===== src/rtl/ief_pkg.sv =====
// ----------------------------------------------------------------------------
// ief_pkg: shared types and constants for the infix expression evaluator
// Character codes, character classes and the control/status bundle of the
// iterative multiply/divide unit.
// ----------------------------------------------------------------------------
package ief_pkg;

    localparam logic [7:0] CH_PLUS  = 8'h2B;
    localparam logic [7:0] CH_MINUS = 8'h2D;
    localparam logic [7:0] CH_STAR  = 8'h2A;
    localparam logic [7:0] CH_SLASH = 8'h2F;
    localparam logic [7:0] CH_EQ    = 8'h3D;
    localparam logic [7:0] CH_SPACE = 8'h20;
    localparam logic [8:0] CH_ZERO  = 9'd48;
    localparam int unsigned RADIX   = 10;

    typedef enum logic [2:0] {
        CC_SPACE,
        CC_DIGIT,
        CC_MULDIV,
        CC_ADDSUB,
        CC_EQ
    } char_class_t;

    // request towards the multiply/divide unit
    typedef struct packed {
        logic start;
        logic is_div;
    } md_ctl_t;

    // status back from the multiply/divide unit
    typedef struct packed {
        logic done;
        logic div_zero;
    } md_sts_t;

    function automatic char_class_t char_class(input logic [7:0] c);
        char_class_t cc;
        case (c)
            CH_SPACE:           cc = CC_SPACE;
            CH_STAR, CH_SLASH:  cc = CC_MULDIV;
            CH_PLUS, CH_MINUS:  cc = CC_ADDSUB;
            CH_EQ:              cc = CC_EQ;
            default:            cc = CC_DIGIT;
        endcase
        return cc;
    endfunction

endpackage


===== src/rtl/ief_muldiv.sv =====
// ----------------------------------------------------------------------------
// ief_muldiv: iterative multiply / signed divide
// One multiplier bit or one quotient bit per cycle. Multiply keeps the low
// W bits; divide truncates toward zero, a zero divisor gives all ones.
// ----------------------------------------------------------------------------
module ief_muldiv #(
    parameter int W = 32
) (
    input  logic             aclk,
    input  logic             aresetn,
    input  ief_pkg::md_ctl_t ctl,
    input  logic [W-1:0]     op_a,
    input  logic [W-1:0]     op_b,
    output ief_pkg::md_sts_t sts,
    output logic [W-1:0]     result
);

    localparam int CW = (W > 1) ? $clog2(W) : 1;

    typedef enum logic [2:0] {
        M_IDLE,
        M_PREP,
        M_RUN,
        M_FIN,
        M_DONE
    } md_state_t;

    md_state_t    state_reg, state_next;
    logic         is_div_reg, is_div_next;
    logic         neg_reg, neg_next;
    logic         dz_reg, dz_next;
    logic [W-1:0] a_reg, a_next;
    logic [W-1:0] b_reg, b_next;
    logic [W-1:0] rem_reg, rem_next;   // remainder, or product accumulator
    logic [W-1:0] quo_reg, quo_next;   // dividend/quotient, or multiplier
    logic [W-1:0] dvs_reg, dvs_next;   // divisor magnitude, or multiplicand
    logic [W-1:0] res_reg, res_next;
    logic [CW-1:0] cnt_reg, cnt_next;

    logic [W:0]   rem_sh;
    logic [W:0]   diff;
    logic [W-1:0] mag_a, mag_b;

    assign rem_sh = {rem_reg, quo_reg[W-1]};
    assign diff   = rem_sh - {1'b0, dvs_reg};
    assign mag_a  = a_reg[W-1] ? (~a_reg + 1'b1) : a_reg;
    assign mag_b  = b_reg[W-1] ? (~b_reg + 1'b1) : b_reg;

    always_comb begin
        state_next  = state_reg;
        is_div_next = is_div_reg;
        neg_next    = neg_reg;
        dz_next     = dz_reg;
        a_next      = a_reg;
        b_next      = b_reg;
        rem_next    = rem_reg;
        quo_next    = quo_reg;
        dvs_next    = dvs_reg;
        res_next    = res_reg;
        cnt_next    = cnt_reg;
        case (state_reg)
            M_IDLE: begin
                if (ctl.start) begin
                    is_div_next = ctl.is_div;
                    a_next      = op_a;
                    b_next      = op_b;
                    dz_next     = 1'b0;
                    state_next  = M_PREP;
                end
            end
            M_PREP: begin
                cnt_next = '0;
                rem_next = '0;
                if (is_div_reg) begin
                    if (b_reg == '0) begin
                        res_next   = '1;
                        dz_next    = 1'b1;
                        state_next = M_DONE;
                    end else begin
                        quo_next   = mag_a;
                        dvs_next   = mag_b;
                        neg_next   = a_reg[W-1] ^ b_reg[W-1];
                        state_next = M_RUN;
                    end
                end else begin
                    quo_next   = b_reg;
                    dvs_next   = a_reg;
                    state_next = M_RUN;
                end
            end
            M_RUN: begin
                if (is_div_reg) begin
                    if (!diff[W]) begin
                        rem_next = diff[W-1:0];
                        quo_next = {quo_reg[W-2:0], 1'b1};
                    end else begin
                        rem_next = rem_sh[W-1:0];
                        quo_next = {quo_reg[W-2:0], 1'b0};
                    end
                end else begin
                    if (quo_reg[0]) begin
                        rem_next = rem_reg + dvs_reg;
                    end
                    dvs_next = {dvs_reg[W-2:0], 1'b0};
                    quo_next = {1'b0, quo_reg[W-1:1]};
                end
                cnt_next = cnt_reg + 1'b1;
                if (cnt_reg == CW'(W - 1)) begin
                    state_next = M_FIN;
                end
            end
            M_FIN: begin
                if (is_div_reg) begin
                    res_next = neg_reg ? (~quo_reg + 1'b1) : quo_reg;
                end else begin
                    res_next = rem_reg;
                end
                state_next = M_DONE;
            end
            M_DONE: begin
                state_next = M_IDLE;
            end
            default: begin
                state_next = M_IDLE;
            end
        endcase
    end

    always_ff @(posedge aclk) begin
        if (!aresetn) begin
            state_reg <= M_IDLE;
            dz_reg    <= 1'b0;
            cnt_reg   <= '0;
        end else begin
            state_reg <= state_next;
            dz_reg    <= dz_next;
            cnt_reg   <= cnt_next;
        end
        is_div_reg <= is_div_next;
        neg_reg    <= neg_next;
        a_reg      <= a_next;
        b_reg      <= b_next;
        rem_reg    <= rem_next;
        quo_reg    <= quo_next;
        dvs_reg    <= dvs_next;
        res_reg    <= res_next;
    end

    assign sts.done     = (state_reg == M_DONE);
    assign sts.div_zero = dz_reg;
    assign result       = res_reg;

endmodule


===== src/rtl/infix_expression_evaluator.sv =====
// ----------------------------------------------------------------------------
// infix_expression_evaluator: two-level precedence calculator, one character
// per transfer
// ----------------------------------------------------------------------------
// Characters arrive on the s_ stream, one per transfer (s_tdata[7:0]). Spaces
// are skipped, '*' '/' fold the number into the term, '+' '-' fold the term
// into the sum, '=' ends the expression and any other byte is a digit worth
// byte - 48. Arithmetic wraps at VALUE_WIDTH bits.
// On '=' one result leaves on the m_ stream: m_tdata[31:0] is the signed
// value, m_tdata[32] the sticky divide-by-zero flag. The state then clears.
// While a character is in work s_tready is low. A digit scales the number
// by ten and then adds its value; '*' '/' '+' '-' and '=' start a fold through
// the multiply/divide unit, which takes one multiplier or quotient bit per
// cycle, and a zero divisor shortens that fold. After '=' the number is folded
// into the term, the term into the sum, and the sum is then loaded into the
// output register that drives m_tvalid.
// The result sits in an output register; if it has not been taken when the
// next '=' completes its folds, the block waits until m_tready frees it.
// Reset (aresetn low, synchronous) empties the output register and starts a
// fresh expression.
// ----------------------------------------------------------------------------
module infix_expression_evaluator #(
    parameter int VALUE_WIDTH = 32
) (
    input  logic        aclk,
    input  logic        aresetn,
    input  logic        s_tvalid,
    output logic        s_tready,
    input  logic [7:0]  s_tdata,    // [7:0] char_in
    output logic        m_tvalid,
    input  logic        m_tready,
    output logic [39:0] m_tdata     // [31:0] result_value, [32] div_zero_error
);

    localparam int W = VALUE_WIDTH;

    typedef enum logic [2:0] {
        S_IDLE,
        S_DIGIT,
        S_FOLD_N,
        S_FOLD_T,
        S_OUT
    } state_t;

    state_t                   state_reg, state_next;
    ief_pkg::char_class_t     class_reg, class_next;
    logic [7:0]               char_reg, char_next;
    logic [W-1:0]             sum_reg, sum_next;
    logic [W-1:0]             term_reg, term_next;
    logic [W-1:0]             num_reg, num_next;
    logic                     tdiv_reg, tdiv_next;
    logic                     sub_reg, sub_next;
    logic                     err_reg, err_next;
    logic                     md_start_reg, md_start_next;
    logic                     m_tvalid_reg, m_tvalid_next;
    logic [31:0]              m_res_reg, m_res_next;
    logic                     m_err_reg, m_err_next;

    ief_pkg::md_ctl_t         md_ctl;
    ief_pkg::md_sts_t         md_sts;
    logic [W-1:0]             md_result;

    logic                     s_xfer;
    ief_pkg::char_class_t     in_class;
    logic signed [8:0]        dval;
    logic [W+8:0]             dext;
    logic [W+31:0]            sum_sx;

    assign s_xfer   = s_tvalid && s_tready;
    assign in_class = ief_pkg::char_class(s_tdata);
    assign dval     = $signed({1'b0, char_reg}) - $signed(ief_pkg::CH_ZERO);
    assign dext     = {{W{dval[8]}}, dval};
    assign sum_sx   = {{32{sum_reg[W-1]}}, sum_reg};

    assign md_ctl.start  = md_start_reg;
    assign md_ctl.is_div = tdiv_reg;

    ief_muldiv #(
        .W (W)
    ) u_muldiv (
        .aclk    (aclk),
        .aresetn (aresetn),
        .ctl     (md_ctl),
        .op_a    (term_reg),
        .op_b    (num_reg),
        .sts     (md_sts),
        .result  (md_result)
    );

    always_comb begin
        state_next    = state_reg;
        class_next    = class_reg;
        char_next     = char_reg;
        sum_next      = sum_reg;
        term_next     = term_reg;
        num_next      = num_reg;
        tdiv_next     = tdiv_reg;
        sub_next      = sub_reg;
        err_next      = err_reg;
        md_start_next = 1'b0;
        m_tvalid_next = m_tvalid_reg && !m_tready;
        m_res_next    = m_res_reg;
        m_err_next    = m_err_reg;
        case (state_reg)
            S_IDLE: begin
                if (s_xfer) begin
                    char_next  = s_tdata;
                    class_next = in_class;
                    case (in_class)
                        ief_pkg::CC_SPACE: begin
                            state_next = S_IDLE;
                        end
                        ief_pkg::CC_DIGIT: begin
                            // number * 10 as 8n + 2n; the digit is added next cycle
                            num_next   = {num_reg[W-4:0], 3'b000} + {num_reg[W-2:0], 1'b0};
                            state_next = S_DIGIT;
                        end
                        default: begin
                            md_start_next = 1'b1;
                            state_next    = S_FOLD_N;
                        end
                    endcase
                end
            end
            S_DIGIT: begin
                num_next   = num_reg + dext[W-1:0];
                state_next = S_IDLE;
            end
            S_FOLD_N: begin
                if (md_sts.done) begin
                    term_next = md_result;
                    num_next  = '0;
                    err_next  = err_reg | md_sts.div_zero;
                    if (class_reg == ief_pkg::CC_MULDIV) begin
                        tdiv_next  = (char_reg == ief_pkg::CH_SLASH);
                        state_next = S_IDLE;
                    end else begin
                        state_next = S_FOLD_T;
                    end
                end
            end
            S_FOLD_T: begin
                sum_next  = sub_reg ? (sum_reg - term_reg) : (sum_reg + term_reg);
                term_next = W'(1);
                tdiv_next = 1'b0;
                if (class_reg == ief_pkg::CC_ADDSUB) begin
                    sub_next   = (char_reg == ief_pkg::CH_MINUS);
                    state_next = S_IDLE;
                end else begin
                    state_next = S_OUT;
                end
            end
            S_OUT: begin
                if (!m_tvalid_reg || m_tready) begin
                    m_tvalid_next = 1'b1;
                    m_res_next    = sum_sx[31:0];
                    m_err_next    = err_reg;
                    sum_next      = '0;
                    term_next     = W'(1);
                    num_next      = '0;
                    tdiv_next     = 1'b0;
                    sub_next      = 1'b0;
                    err_next      = 1'b0;
                    state_next    = S_IDLE;
                end
            end
            default: begin
                state_next = S_IDLE;
            end
        endcase
    end

    always_ff @(posedge aclk) begin
        if (!aresetn) begin
            state_reg    <= S_IDLE;
            sum_reg      <= '0;
            term_reg     <= W'(1);
            num_reg      <= '0;
            tdiv_reg     <= 1'b0;
            sub_reg      <= 1'b0;
            err_reg      <= 1'b0;
            md_start_reg <= 1'b0;
            m_tvalid_reg <= 1'b0;
        end else begin
            state_reg    <= state_next;
            sum_reg      <= sum_next;
            term_reg     <= term_next;
            num_reg      <= num_next;
            tdiv_reg     <= tdiv_next;
            sub_reg      <= sub_next;
            err_reg      <= err_next;
            md_start_reg <= md_start_next;
            m_tvalid_reg <= m_tvalid_next;
        end
        class_reg <= class_next;
        char_reg  <= char_next;
        m_res_reg <= m_res_next;
        m_err_reg <= m_err_next;
    end

    assign s_tready = (state_reg == S_IDLE);
    assign m_tvalid = m_tvalid_reg;
    assign m_tdata  = {7'b0, m_err_reg, m_res_reg};

    // the arithmetic unit only reports back while a fold is waiting on it
    a_md_done_in_fold: assert property (@(posedge aclk) disable iff (!aresetn)
        md_sts.done |-> (state_reg == S_FOLD_N))
        else $error("multiply/divide completion outside a fold");

    // anything but a space keeps the input stalled on the following cycle
    a_busy_after_char: assert property (@(posedge aclk) disable iff (!aresetn)
        (s_tvalid && s_tready && (s_tdata != ief_pkg::CH_SPACE)) |=> !s_tready)
        else $error("input accepted while previous character still in work");

    // a new result appears only from the output step
    a_result_from_out: assert property (@(posedge aclk) disable iff (!aresetn)
        $rose(m_tvalid) |-> $past(state_reg == S_OUT))
        else $error("result raised outside the output step");

endmodule

===== config.mk =====
export PLATFORM = sky130hd
export DESIGN_NAME = infix_expression_evaluator
export DESIGN_NICKNAME = d
export VERILOG_FILES = /design/src/rtl/ief_pkg.sv /design/src/rtl/ief_muldiv.sv /design/src/rtl/infix_expression_evaluator.sv
export SDC_FILE = /design/constraint.sdc
export NUM_CORES = 1
export LEC_CHECK = 0
export ABC_AREA = 1
export BUFFER_PORTS_ARGS = -buffer_cell sky130_fd_sc_hd__buf_2
export CAP_MARGIN = 10
export CORE_MARGIN = 2
export CORE_UTILIZATION = 31
export DETAILED_ROUTE_END_ITERATION = 10
export SETUP_SLACK_MARGIN = 0.2
export SLEW_MARGIN = 15
export SYNTH_ARGS = -nofsm -noshare
export SYNTH_HDL_FRONTEND = slang
export SYNTH_SLANG_ARGS = --single-unit

===== constraint.sdc =====
create_clock -name aclk -period 6.4 [get_ports aclk]
set_input_delay 0.64 -clock aclk [delete_from_list [all_inputs] [get_ports aclk]]
set_output_delay 0.64 -clock aclk [all_outputs]
set_load 0.02 [all_outputs]

==> flow_summary.toml <==
[clock_network]
clkSlewWorstSetupHoldPaths_ps = 70
htree_num_levels = 2
ctsRootBufferMaster = "clkbuf_16"
insertion_delay_ps = 610
clkSinkCount = 351
numCtsBuffers = 42
cts_max_path_buffers = 3
ctsHoldBuffers = 0
postCtsResizedCells = 0
tritoncts = "done"
post_cts_buffers = 0

[sta]
final-max-slew-violation-count = 0
max_freq_ghz = 0.270
timing.final.crit_share_pct = 57.8
rsz0062_at_grt = "no"
hold_violations = 0
fin_skew_ps = 42.8
setup_viol = 0
tns_ps = 0
period_minus_slack_ps = 3700
worst_pin_slew_ps = 1050
slew_headroom_pct = 30.0

[synth]
synth_warnings = 0
async_flop_share_pct = 0
netlist_area_sq_um = 28400
synth_edf_count = 238
synthFlopType = "edfxtp_1"
ys_ff_latch = 351
synth-seq-area-share_pct = 33.1
avgSynthCellArea_sq_um = 6.72
synth_top_area_share_pct = 25.1
synthDistinctLibCells = 51
yosys.area.top_type = "edfxtp_1"
syn_inst = 4230
synth.top_cells.by_area = "edfxtp_1 (25%), nand2_1 (15%), dfxtp_1 (8.0%)"

[global_route]
grt_usage_pct = 22.3
grt_pass1_vias = 26600
grt_max_degree = 81
grt_overflow = 0
grt_pass1_wl_um = 162000
grt_antenna_before_repair = 2

[floorplanning]
ios = 54
dieArea_sq_um = 94200
rows = 111
die_h_um = 307
core-area_sq_um = 91200
die_w_um = 307
start_util_pct = 31.2

[layout]
layout-drive-gt1-share_pct = 5.56
layout_commonest_cell = "nand2_1"
final_cell_mix = "nand2_1 (1137), inv_1 (558), nor2_1 (426)"
final_cell_area_sq_um = 31300
antennaDiodeCount = 0
fin_nets = 4408
area_growth_pct = 10.0

[flow_run]
cap_violations = 0

[setup_path]
cpPeakStageDelay_ps = 480
end_kind = "flip-flop"
critPathKind = "flip-flop to flip-flop"
cpMaxStageDelayCell = "nand2_2"
arrival_ps = 4010
cp_data_required_time_ps = 6710
cp_max_fo = 31
start_kind = "flip-flop"
path_cells = "inv_1, ha_1, fa_1, inv_1, nand2_1, nand2_1, nand3_1, nand2_2, nand2_1, nand2_2, nand2_2, nand2_2, nand2_2, nand2_1, buf_4, nand2_1, nand3_1, a21oi_1"

[drt]
drt-total-wl_um = 107000
drt-wirelength-per-cell_um = 19.7
drt_iter0_drc = 3208
dr.pass1.iters = 6
viasPerCell = 5.29
drc = 0
antenna_left = 0
vias = 28800

[power]
power.leakage_nw = 14.1
p_per_area_nw_per_um2 = 451
vdd_drop_max_mv = 0.351

[placed_design]
dp_hpwl_um = 84600
numPortBuffers = 46
gp_congestion = 1.01
postPlaceCellArea_sq_um = 29800

[outcome]
status = "finished clean"

[worst_hold_path]
min_path_type = "input port to flip-flop"
power breakdown:
part | leakage (nW) | switching, W | internal (W)
combinational | 10.3 | 0.00544 | 0.00249
sequential | 3.14 | 0.000603 | 0.00303
clock | 0.706 | 0.00110 | 0.00145
total | 14.1 | 0.00714 | 0.00697
per-layer routing:
metal	global-route usage [%]	vias up	share of wire, %
met3	3.16	179	7.5
met2	35.8	1115	45
met1	30.7	13400	44
met4	7.67	2	3.6
li1	-	14100	-
met5	0	-	0.012
kinds of logic after synthesis:
| family | share of synthesized area (%) |
|---|---|
| simple gates | 31.2 |
| compound gates | 16.0 |
| buf+inv | 9.60 |
| flops | 33.1 |
| fa+ha+maj | 7.43 |
| xor+xnor | 2.65 |
| other cells | 0.0132 |
layout make-up:
cell class | instances | area, sq um
flip-flops and latches | 351 | 9410
multi-input cells | 3187 | 16400
fillers | 9796 | 60000
repair buffers | 75 | 448
well taps | 1186 | 1480
clock inverters | 33 | 369
inverters | 573 | 2150
clock buffers | 45 | 1070
final timing paths:
kind	from	to	slack [ps]	depth (start not counted)
worst max register to register	u_muldiv.quo_reg[31]$_DFFE_PP_	u_muldiv.rem_reg[15]$_SDFFCE_PN0P_	2700	18
worst max-delay path	u_muldiv.quo_reg[31]$_DFFE_PP_	u_muldiv.rem_reg[15]$_SDFFCE_PN0P_	2700	18
worst min register to register	term_reg[21]$_SDFFE_PN0P_	u_muldiv.a_reg[21]$_DFFE_PP_	430	0
worst min-delay path	s_tvalid	md_start_reg$_SDFF_PN0_	330	3
cells in the mapped netlist, drive strengths merged, types with 24 or more instances:
cell type     n
o211ai       34
nand3       338
ha          161
o21ai       296
nand3b       32
dfxtp       113
nand2      1145
buf          42
nor3         56
inv         572
or2          28
a21oi       389
xor2         62
nor2        429
nand4        45
clkbuf       83
edfxtp      238
xnor2        24
critical path: cells and delay by family, from the launching register on:
kind,cells,cell delay [ps]
flip-flops,1,380
buffers and inverters,3,640
AND/OR/NAND/NOR,12,1550
AO/OA/AOI/OAI,1,70
adder cells (fa/ha/maj),2,720
stage by stage:
step | utilization [%] | total power [W] | std cells | hold WS, ps | worst slack [ps]
2_1_floorplan | - | 0.00907 | 4236 | 408 | 876
3_3_place_gp | 32.7 | 0.0114 | 5372 | 409 | 2880
3_5_place_dp | 32.7 | 0.0114 | 5372 | 414 | 2790
4_1_cts | 34.3 | 0.0140 | 5450 | 307 | 2760
5_1_grt | 34.3 | 0.0152 | 5450 | 333 | 2430
6_report | 34.3 | 0.0141 | 5450 | 334 | 2700
(Power assumes the default switching activity.)
